**src/hw/rtl/jaoc_pkg.sv**
```systemverilog
`default_nettype none
package jaoc_pkg;

   localparam int JOINT_COUNT = 32;
   localparam int TRIALS      = 5;

   localparam int ADC_MAX   = 4095;
   localparam int FULL_TURN = 360;

   localparam int CMD_W    = 1;
   localparam int JOINT_W  = 5;
   localparam int SAMPLE_W = 16;
   localparam int ANGLE_W  = 9;
   localparam int ADC_W    = 12;

   localparam int JIDX_W = (JOINT_COUNT > 1) ? $clog2(JOINT_COUNT) : 1;
   localparam int SUM_W  = $clog2(TRIALS * FULL_TURN + 1);
   localparam int CNT_W  = (TRIALS > 1) ? $clog2(TRIALS) : 1;

   // reciprocal for the trial average, corrected by one compare afterwards
   localparam int DIV_K     = 16;
   localparam int DIV_RECIP = (1 << DIV_K) / TRIALS;

   localparam logic CMD_MEASURE   = 1'b0;
   localparam logic CMD_CALIBRATE = 1'b1;

   typedef struct packed {
      logic               cmd;
      logic [JOINT_W-1:0] joint;
      logic [ANGLE_W-1:0] angle;
   } angle_item_type;

endpackage
`default_nettype wire

```
**src/hw/rtl/jaoc_if.sv**
```systemverilog
`default_nettype none
interface jaoc_req_if;
   import jaoc_pkg::*;

   logic                valid;
   logic                ready;
   logic [CMD_W-1:0]    cmd;
   logic [JOINT_W-1:0]  joint;
   logic [SAMPLE_W-1:0] adc_sample;

   modport source (output valid, output cmd, output joint, output adc_sample, input ready);
   modport sink (input valid, input cmd, input joint, input adc_sample, output ready);
endinterface

interface jaoc_rsp_if;
   import jaoc_pkg::*;

   logic               valid;
   logic               ready;
   logic [ANGLE_W-1:0] angle;
   logic               offset_written;

   modport source (output valid, output angle, output offset_written, input ready);
   modport sink (input valid, input angle, input offset_written, output ready);
endinterface
`default_nettype wire

```
**src/hw/rtl/joint_angle_offset_calibrator.sv**
```systemverilog
// Joint angle converter with averaged per-joint zero offset.
// Request channel req_ch carries cmd, joint and a raw adc_sample; the sample
// is clamped to 4095 and scaled to 0..360 degrees. A calibrate request adds
// the angle to the joint's trial sum; every fifth one stores the truncated
// average as the joint's zero offset and raises offset_written. A measure
// request returns the angle corrected by that offset, modulo 360.
// Response channel rsp_ch returns exactly one response per request, in order.
// The request passes through the input register, the angle register and
// the result register before its response is valid.
// Throughput: one request per cycle unless rsp_ch stalls; the offset,
// sum and count tables are read and written in the result stage only,
// so requests to the same joint may follow each other in consecutive cycles.
// Reset clears the pipeline valid bits and all offsets, sums and counts.
// When the receiver stalls, the response holds and the stages behind it
// keep filling; req_ch.ready drops once all three are full.
`default_nettype none
module joint_angle_offset_calibrator (
   input  wire        clock,
   input  wire        reset,
   jaoc_req_if.sink   req_ch,
   jaoc_rsp_if.source rsp_ch
);
   import jaoc_pkg::*;

   logic           stg_valid;
   logic           stg_ready;
   angle_item_type stg_item;

   jaoc_convert u_convert (
      .clock     (clock),
      .reset     (reset),
      .req_ch    (req_ch),
      .stg_valid (stg_valid),
      .stg_ready (stg_ready),
      .stg_item  (stg_item)
   );

   jaoc_update u_update (
      .clock     (clock),
      .reset     (reset),
      .stg_valid (stg_valid),
      .stg_ready (stg_ready),
      .stg_item  (stg_item),
      .rsp_ch    (rsp_ch)
   );

endmodule
`default_nettype wire

```
**src/hw/rtl/jaoc_convert.sv**
```systemverilog
`default_nettype none
module jaoc_convert (
   input  wire                      clock,
   input  wire                      reset,
   jaoc_req_if.sink                 req_ch,
   output logic                     stg_valid,
   input  wire                      stg_ready,
   output jaoc_pkg::angle_item_type stg_item
);
   import jaoc_pkg::*;

   localparam int PROD_W = $clog2(ADC_MAX * FULL_TURN + ADC_MAX / 2 + 1);
   localparam int EST_W  = PROD_W - ADC_W;

   logic                in_valid_ff;
   logic                in_valid_in;
   logic                in_cmd_ff;
   logic [JOINT_W-1:0]  in_joint_ff;
   logic [SAMPLE_W-1:0] in_sample_ff;
   logic                ang_valid_ff;
   logic                ang_valid_in;
   angle_item_type      ang_item_ff;
   angle_item_type      ang_item_in;

   logic                in_load;
   logic                ang_load;
   logic [ADC_W-1:0]    clamped;
   logic [PROD_W-1:0]   prod;
   logic [EST_W-1:0]    est;
   logic [PROD_W-1:0]   est_back;
   logic [PROD_W-1:0]   rem;

   assign ang_load     = !ang_valid_ff || stg_ready;
   assign in_load      = !in_valid_ff || ang_load;
   assign req_ch.ready = in_load;

   assign in_valid_in  = in_load ? req_ch.valid : in_valid_ff;
   assign ang_valid_in = ang_load ? in_valid_ff : ang_valid_ff;

   // round(sample * 360 / 4095): estimate with a shift, then one correction step
   always_comb begin
      clamped = (in_sample_ff > SAMPLE_W'(ADC_MAX)) ? ADC_W'(ADC_MAX) : in_sample_ff[ADC_W-1:0];
      prod = PROD_W'(clamped) * PROD_W'(FULL_TURN) + PROD_W'(ADC_MAX / 2);
      est = prod[PROD_W-1:ADC_W];
      est_back = PROD_W'({est, {ADC_W{1'b0}}}) - PROD_W'(est);
      rem = prod - est_back;
      ang_item_in.cmd = in_cmd_ff;
      ang_item_in.joint = in_joint_ff;
      ang_item_in.angle = ANGLE_W'(est) + ((rem >= PROD_W'(ADC_MAX)) ? ANGLE_W'(1) : ANGLE_W'(0));
   end

   always_ff @(posedge clock) begin
      if (reset) begin
         in_valid_ff  <= 1'b0;
         ang_valid_ff <= 1'b0;
      end else begin
         in_valid_ff  <= in_valid_in;
         ang_valid_ff <= ang_valid_in;
      end
   end

   always_ff @(posedge clock) begin
      if (in_load) begin
         in_cmd_ff    <= req_ch.cmd;
         in_joint_ff  <= req_ch.joint;
         in_sample_ff <= req_ch.adc_sample;
      end
      if (ang_load) begin
         ang_item_ff <= ang_item_in;
      end
   end

   assign stg_valid = ang_valid_ff;
   assign stg_item  = ang_item_ff;

endmodule
`default_nettype wire

```
**src/hw/rtl/jaoc_update.sv**
```systemverilog
`default_nettype none
module jaoc_update (
   input  wire                      clock,
   input  wire                      reset,
   input  wire                      stg_valid,
   output logic                     stg_ready,
   input  jaoc_pkg::angle_item_type stg_item,
   jaoc_rsp_if.source               rsp_ch
);
   import jaoc_pkg::*;

   localparam int DIV_W  = SUM_W + DIV_K + 1;
   localparam int WRAP_W = ANGLE_W + 1;

   logic [ANGLE_W-1:0] offset_ff [JOINT_COUNT];
   logic [SUM_W-1:0]   sum_ff    [JOINT_COUNT];
   logic [CNT_W-1:0]   count_ff  [JOINT_COUNT];
   logic [ANGLE_W-1:0] offset_in;
   logic [SUM_W-1:0]   sum_in;
   logic [CNT_W-1:0]   count_in;

   logic               rsp_valid_ff;
   logic               rsp_valid_in;
   logic [ANGLE_W-1:0] rsp_angle_ff;
   logic [ANGLE_W-1:0] rsp_angle_in;
   logic               rsp_written_ff;
   logic               rsp_written_in;

   logic               fire;
   logic               joint_ok;
   logic               calibrate;
   logic               last;
   logic               state_we;
   logic [JIDX_W-1:0]  idx;
   logic [SUM_W-1:0]   sum_new;
   logic [DIV_W-1:0]   div_prod;
   logic [SUM_W-1:0]   q_est;
   logic [SUM_W-1:0]   q_rem;
   logic [SUM_W-1:0]   avg;
   logic [ANGLE_W-1:0] off_sel;
   logic [WRAP_W-1:0]  wrap;
   logic [WRAP_W-1:0]  corrected;

   assign stg_ready    = !rsp_valid_ff || rsp_ch.ready;
   assign fire         = stg_valid && stg_ready;
   assign rsp_valid_in = stg_ready ? stg_valid : rsp_valid_ff;

   assign joint_ok  = 32'(stg_item.joint) < JOINT_COUNT;
   assign idx       = JIDX_W'(stg_item.joint);
   assign calibrate = stg_item.cmd == CMD_CALIBRATE;

   always_comb begin
      sum_new = (joint_ok ? sum_ff[idx] : SUM_W'(0)) + SUM_W'(stg_item.angle);
      last = joint_ok && (count_ff[idx] == CNT_W'(TRIALS - 1));

      // sum / TRIALS by reciprocal, the estimate is low by at most one
      div_prod = DIV_W'(sum_new) * DIV_W'(DIV_RECIP);
      q_est = div_prod[DIV_K+SUM_W-1:DIV_K];
      q_rem = sum_new - SUM_W'(q_est * SUM_W'(TRIALS));
      avg = q_est + ((q_rem >= SUM_W'(TRIALS)) ? SUM_W'(1) : SUM_W'(0));

      offset_in = joint_ok ? offset_ff[idx] : ANGLE_W'(0);
      sum_in = sum_new;
      count_in = joint_ok ? (count_ff[idx] + CNT_W'(1)) : CNT_W'(0);
      if (last) begin
         offset_in = ANGLE_W'(avg);
         sum_in = SUM_W'(0);
         count_in = CNT_W'(0);
      end

      // angle 360 with offset 0 lands on twice a turn and wraps to 0
      off_sel = joint_ok ? offset_ff[idx] : ANGLE_W'(0);
      wrap = WRAP_W'(stg_item.angle) + WRAP_W'(FULL_TURN) - WRAP_W'(off_sel);
      if (wrap >= WRAP_W'(2 * FULL_TURN)) begin
         corrected = wrap - WRAP_W'(2 * FULL_TURN);
      end else if (wrap >= WRAP_W'(FULL_TURN)) begin
         corrected = wrap - WRAP_W'(FULL_TURN);
      end else begin
         corrected = wrap;
      end

      state_we = fire && joint_ok && calibrate;
      rsp_angle_in = calibrate ? stg_item.angle : ANGLE_W'(corrected);
      rsp_written_in = calibrate && last;
   end

   always_ff @(posedge clock) begin
      if (reset) begin
         rsp_valid_ff <= 1'b0;
         for (int i = 0; i < JOINT_COUNT; i++) begin
            offset_ff[i] <= '0;
            sum_ff[i]    <= '0;
            count_ff[i]  <= '0;
         end
      end else begin
         rsp_valid_ff <= rsp_valid_in;
         if (state_we) begin
            offset_ff[idx] <= offset_in;
            sum_ff[idx]    <= sum_in;
            count_ff[idx]  <= count_in;
         end
      end
   end

   always_ff @(posedge clock) begin
      if (stg_ready) begin
         rsp_angle_ff   <= rsp_angle_in;
         rsp_written_ff <= rsp_written_in;
      end
   end

   assign rsp_ch.valid          = rsp_valid_ff;
   assign rsp_ch.angle          = rsp_angle_ff;
   assign rsp_ch.offset_written = rsp_written_ff;

endmodule
`default_nettype wire
```
**src/flat_wrapper.sv**
```systemverilog
// flat-port wrapper written by rule: the top's interface ports become plain ports
module joint_angle_offset_calibrator_flat import jaoc_pkg::*;
  (clock, reset, req_ch_valid, req_ch_cmd, req_ch_joint, req_ch_adc_sample, req_ch_ready, rsp_ch_valid, rsp_ch_angle, rsp_ch_offset_written, rsp_ch_ready);
  jaoc_req_if req_ch_i ();
  jaoc_rsp_if rsp_ch_i ();
  input  wire clock;
  input  wire reset;
  input wire logic [$bits(req_ch_i.valid)-1:0] req_ch_valid;
  input wire logic [$bits(req_ch_i.cmd)-1:0] req_ch_cmd;
  input wire logic [$bits(req_ch_i.joint)-1:0] req_ch_joint;
  input wire logic [$bits(req_ch_i.adc_sample)-1:0] req_ch_adc_sample;
  output wire logic [$bits(req_ch_i.ready)-1:0] req_ch_ready;
  output wire logic [$bits(rsp_ch_i.valid)-1:0] rsp_ch_valid;
  output wire logic [$bits(rsp_ch_i.angle)-1:0] rsp_ch_angle;
  output wire logic [$bits(rsp_ch_i.offset_written)-1:0] rsp_ch_offset_written;
  input wire logic [$bits(rsp_ch_i.ready)-1:0] rsp_ch_ready;
  assign req_ch_i.valid = req_ch_valid;
  assign req_ch_i.cmd = req_ch_cmd;
  assign req_ch_i.joint = req_ch_joint;
  assign req_ch_i.adc_sample = req_ch_adc_sample;
  assign req_ch_ready = req_ch_i.ready;
  assign rsp_ch_valid = rsp_ch_i.valid;
  assign rsp_ch_angle = rsp_ch_i.angle;
  assign rsp_ch_offset_written = rsp_ch_i.offset_written;
  assign rsp_ch_i.ready = rsp_ch_ready;
  joint_angle_offset_calibrator u_core (.clock(clock), .reset(reset), .req_ch(req_ch_i), .rsp_ch(rsp_ch_i));
endmodule
```
**config.mk**
```make
export PLATFORM = sky130hd
export DESIGN_NAME = joint_angle_offset_calibrator_flat
export DESIGN_NICKNAME = d
export VERILOG_FILES = /design/src/hw/rtl/jaoc_pkg.sv /design/src/hw/rtl/jaoc_if.sv /design/src/hw/rtl/joint_angle_offset_calibrator.sv /design/src/hw/rtl/jaoc_convert.sv /design/src/hw/rtl/jaoc_update.sv /design/src/flat_wrapper.sv
export SDC_FILE = /design/constraint.sdc
export NUM_CORES = 1
export LEC_CHECK = 0
export ABC_AREA = 1
export BUFFER_PORTS_ARGS = -buffer_cell sky130_fd_sc_hd__buf_4
export CAP_MARGIN = 20
export CORE_MARGIN = 10
export CORE_UTILIZATION = 40
export CTS_BUF_LIST = sky130_fd_sc_hd__clkbuf_4 sky130_fd_sc_hd__clkbuf_8 sky130_fd_sc_hd__clkbuf_16
export CTS_CLUSTER_SIZE = 24
export DETAILED_ROUTE_END_ITERATION = 8
export PLACE_DENSITY = 0.59
export SLEW_MARGIN = 20
export SYNTH_ARGS = -nofsm -noshare
export SYNTH_HDL_FRONTEND = slang
export SYNTH_SLANG_ARGS = --single-unit
export TNS_END_PERCENT = 5
```
**constraint.sdc**
```tcl
create_clock -name clock -period 28.8 [get_ports clock]
set_clock_uncertainty 0.1 [all_clocks]
set_input_delay 2.88 -clock clock [delete_from_list [all_inputs] [get_ports clock]]
set_output_delay 2.88 -clock clock [all_outputs]
set_load 0.02 [all_outputs]
```
Yosys cells after proc, flatten, opt, wreduce, memory -nomap -nowiden
Memories as Yosys holds them, arrays and structs flattened. A register that Yosys moved wholly into a read port is not among the register bits.
Cells that the tools add are included.
{ "word_totals": {"reg_bits": 50, "ram_bits": 736, "input_bits": 26, "elab_cells": 73, "n_memories": 3} }
{ "op_classes": {"n_addsub": 12, "multipliers": 3, "order_cmp": 5, "eq_ne": 1, "muxes": 26, "reduce_logical": 12} }
{ "mem_list": {"columns": ["name", "depth", "word_bits", "rd", "rd_ports_with_merged_regs", "write_ports", "line_no", "source"], "rows": [
  ["u_core.u_update.sum_ff", 32, 11, 1, 1, 32, "jaoc_update.sv:16", "logic [SUM_W-1:0] sum_ff [JOINT_COUNT];"],
  ["u_core.u_update.offset_ff", 32, 9, 1, 1, 32, "jaoc_update.sv:15", "logic [ANGLE_W-1:0] offset_ff [JOINT_COUNT];"],
  ["u_core.u_update.count_ff", 32, 3, 1, 1, 32, "jaoc_update.sv:17", "logic [CNT_W-1:0] count_ff [JOINT_COUNT];"]
]} }
{ "op_table": {"columns": ["operator", "count"], "rows": [
  ["two-way mux 9 bit", 5],
  ["two-way mux 5 bit", 6],
  ["multiplier 11 x 14 -> 25 bit (second input constant)", 1],
  ["two-way mux 11 bit", 2],
  ["adder 21 x 11 -> 21 bit (second input constant)", 1],
  ["greater-or-equal comparator 21 x 12 -> 1 bit (second input constant)", 1],
  ["subtractor 21 bit", 1],
  ["subtractor 21 x 9 -> 21 bit", 1],
  ["adder 9 x 1 -> 9 bit", 2],
  ["multiplier 12 x 6 -> 18 bit (second input constant)", 1],
  ["> comparator 16 x 12 -> 1 bit (second input constant)", 1],
  ["two-way mux 12 bit", 1],
  ["adder 11 x 9 -> 11 bit", 1],
  ["greater-or-equal comparator 11 x 3 -> 1 bit (second input constant)", 1],
  ["multiplier 9 x 3 -> 11 bit (second input constant)", 1],
  ["OR reduction 11 bit", 1],
  ["subtractor 11 bit", 1],
  ["adder 9 x 9 -> 10 bit (second input constant)", 1],
  ["greater-or-equal comparator 10 bit (second input constant)", 1],
  ["greater-or-equal comparator 10 x 9 -> 1 bit (second input constant)", 1],
  ["two-way mux 1 bit", 10],
  ["subtractor 10 x 9 -> 10 bit", 1],
  ["OR reduction 9 bit", 1],
  ["subtractor 9 x 8 -> 9 bit (second input constant)", 1],
  ["8 further kinds", 15]
]} }

Longest topological paths before layout
{ "depth": {"word_depth": 9, "mapped_depth": 77, "depth_no_buf": 69} }

Hierarchy
A second synthesis with hierarchy kept.
{ "hier_totals": {"cells_unflattened": 4028, "hier_area_um2": 41541.1} }
{ "modules_own_cells": {"columns": ["mod", "instances", "cells_per_inst", "area_per_inst_um2", "seq_area_each_um2"], "rows": [
  ["jaoc_update", 1, 3489, 37116.8, 22421.5],
  ["jaoc_convert", 1, 539, 4424.2, 1151.1]
]} }

Worst setup path after synthesis
Ideal clock, no wire load.
{ "synth_timing": {"kind": "register to register", "start": "register with a tool-made name", "end": "memory u_core.u_update.offset_ff[23][6], data pin", "setup_time_ns": 0.267, "t_arrival_ns": 10.429, "setup_slack_ns": 18.004, "path_stages_with_launch": 67, "path_cell_list": "dfxtp_1 buf_6 buf_4 buf_4 buf_4 buf_4 buf_2 buf_1 o21ai_0 o221ai_1 nand3_1 a32oi_1 ha_1 inv_1 fa_1 o21ai_1 a21oi_1 o21ai_0 (+31 left out) nand3_1 a21oi_1 nand3_1 nor2_1 nand2_1 inv_1 nand2_1 ha_1 ha_1 inv_1 nor2_1 nand2_1 inv_2 nand4_1 nand3_1 nand2_1 buf_2 nor2_1"} }
{ "synth_lines": {"columns": ["element", "line_no"], "rows": [
  ["end, declared", "jaoc_update.sv:15"]
]} }

==> reports/metrics.yaml <==
status: "finished clean"
synth-seq-cells: 791
grt-ovfl-total: 0
grt_pass1_wl_um: 190000
seq_area_frac_synth: 0.562
clk_pin_slew_worst_paths_ps: 60
hold_path_end: "u_core.u_convert.stg_item[14]"
drc: 0
rsz0062_at_grt: "no"
startpoint_type: "flop"
cp.required_ps: 29080
synthToLayoutAreaGrowth_pct: 9.96
hold_ws_ps: 329
die_area_um2: 119000
critPathArrivalTime_ps: 14120
ioPinCount: 38
synth_nets: 4525
synth_common_cells: "nor2_1 (1151), edfxtp_1 (783), nand2_1 (408)"
grt_pass1_vias: 29800
critPathKind: "flop to flop"
relSlewSlack: 0.210
htree_levels: 3
post_cts_buffers: 0
core_um2: 104000
cts_buffers: 85
layout-drive-gt1-share: 0.0907
cts_root_buf: "clkbuf_16"
yosysTopAreaCell: "edfxtp_1"
clockBufferDepth: 3
hp-start: "u_core.u_convert.in_cmd_ff"
grt.total_usage: 0.210
routedWlPerCell_um: 22.5
drtPass1Iterations: 5
min_path_cells: 0
clock_latency_ps: 670
reg2reg_depth: 60
hold_path.class: "flop to flop"
syn_area_um2: 42100
synth_edf_count: 783
synth.avg_cell_area_um2: 9.88
critPathMaxFanout: 158
synth_cells: 4266
hold_buffers: 0
dpl.hpwl_um: 77200
final-hold-violation-count: 0
ant_nets: 0
die_w_um: 345
cp_common_cell: "nand2_1"
cts_resized: 0
antenna_found_initial: 2
synth_top_area_share: 0.558
nFillCells: 9828
finalCritPeriodShare: 0.481
setup_violations: 0
viasPerCell: 5.58
worst-slew-pin-transition_ps: 1170
die_h_um: 345
port-buffer-count: 37
yosysMostFrequentCell: "nor2_1"
worstReg2RegEnd: "u_core.u_update.offset_ff[11][4]"
slew_viol_final: 0
regToRegSetupSlack_ps: 14960
synthDistinctLibCells: 61
cts.sink_count: 791
vias: 31400
synth_ff_type: "edfxtp_1"
fmax_mhz: 72.2
min_period_ps: 13840
wirelength_um: 127000
synth.area.top_cells: "edfxtp_1 (56%), nor2_1 (10%), ha_1 (5.3%)"
dr.first_iter.drc_count: 3427
routabilityCongestion: 0.876
nets: 4451
initial_core_util: 0.405
grt_start_max_net_pins: 171
async_flop_share: 0
drv_cap: 0
cp_slowest_cell: "o21ai_4"
crit_path_end_kind: "flop"
yosys_warnings: 0
cts_tree: "done"
critPathMaxStageDelay_ps: 780
placementRows: 118
setup_tns_ps: 0
[registers in the layout, summed over array words and instances (netlist names), named ones only]
register	count
u_core.u_update.rsp_ch.valid	1
u_core.u_convert.in_cmd_ff	1
u_core.u_convert.stg_item	15
u_core.u_convert.in_joint_ff	5
u_core.u_update.count_ff	96
u_core.u_update.offset_ff	288
u_core.u_update.sum_ff	352
u_core.u_convert.stg_valid	1
u_core.u_convert.in_valid_ff	1
u_core.u_update.rsp_ch.offset_written	1
u_core.u_update.rsp_ch.angle	9
u_core.u_convert.in_sample_ff	16
[cells by family after synthesis]
logic type | count (synthesis) | synth area share
compound gates | 704 | 0.101
xor+xnor | 65 | 0.0149
fa+ha+maj | 233 | 0.0792
buf+inv | 597 | 0.0608
flops | 791 | 0.562
mux | 3 | 0.00113
simple gates | 1873 | 0.181
[layout make-up]
class | count | area, um^2 | area share
Antenna cell | 1 | 2.50 | 0.0000540
Clock buffer | 107 | 2350 | 0.0508
Clock inverter | 44 | 420 | 0.00908
Inverter | 301 | 1150 | 0.0248
Multi-Input combinational cell | 2878 | 15900 | 0.344
Sequential cell | 791 | 23700 | 0.511
Tap cell | 1380 | 1730 | 0.0373
Timing Repair Buffer | 135 | 1050 | 0.0227
[routing by layer]
metal,GRT usage,vias to the layer above,wire (um)
li1,-,14500,-
met1,0.291,15400,53100
met2,0.334,1374,58800
met3,0.0341,194,11100
met4,0.0674,0,3870
met5,0,-,0
[worst max-delay path, delay by kind of cell (launching register included)]
kind | cells | cell delay, ps
adder cells (fa/ha/maj) | 12 | 4610
AO/OA/AOI/OAI | 12 | 3250
buffers and inverters | 13 | 2630
AND/OR/NAND/NOR | 20 | 1730
XOR/XNOR | 3 | 590
flip-flops | 1 | 490
[worst max-delay path by stage]
stage / start / to / slack [ps] / cells after the start
2_1_floorplan: flop / u_core.u_update.offset_ff[23][6] / 18000 / 66
3_3_place_gp: flop / u_core.u_update.offset_ff[21][4] / 15300 / 60
3_5_place_dp: flop / u_core.u_update.offset_ff[3][4] / 15140 / 60
4_1_cts: flop / u_core.u_update.offset_ff[30][4] / 15130 / 60
5_1_grt: flop / u_core.u_update.offset_ff[11][4] / 14110 / 63
6_report: flop / u_core.u_update.offset_ff[11][4] / 14960 / 60
[stage by stage]
stage | setup slack, ps | std cells | util | instance area, um^2
3_3_place_gp | 15300 | 5483 | 0.418 | 43500
6_report | 14960 | 5637 | 0.445 | 46300
4_1_cts | 15130 | 5635 | 0.445 | 46300
3_5_place_dp | 15140 | 5484 | 0.418 | 43500
2_1_floorplan | 18000 | 4266 | - | 42100
5_1_grt | 14110 | 5636 | 0.445 | 46300
[cells in the final DEF (no fill, tap or decap), types with 56 or more instances in the layout]
| master | n |
|---|---|
| inv_1 | 288 |
| ha_1 | 177 |
| clkbuf_16 | 87 |
| nor2_1 | 1151 |
| o221ai_1 | 116 |
| buf_4 | 132 |
| fa_1 | 56 |
| nand3_1 | 174 |
| a21oi_1 | 63 |
| edfxtp_1 | 783 |
| o21ai_0 | 377 |
| nand2_1 | 406 |
Power is not shown: default switching activity piles up to over one toggle a cycle in this logic, so the estimate is an artifact.
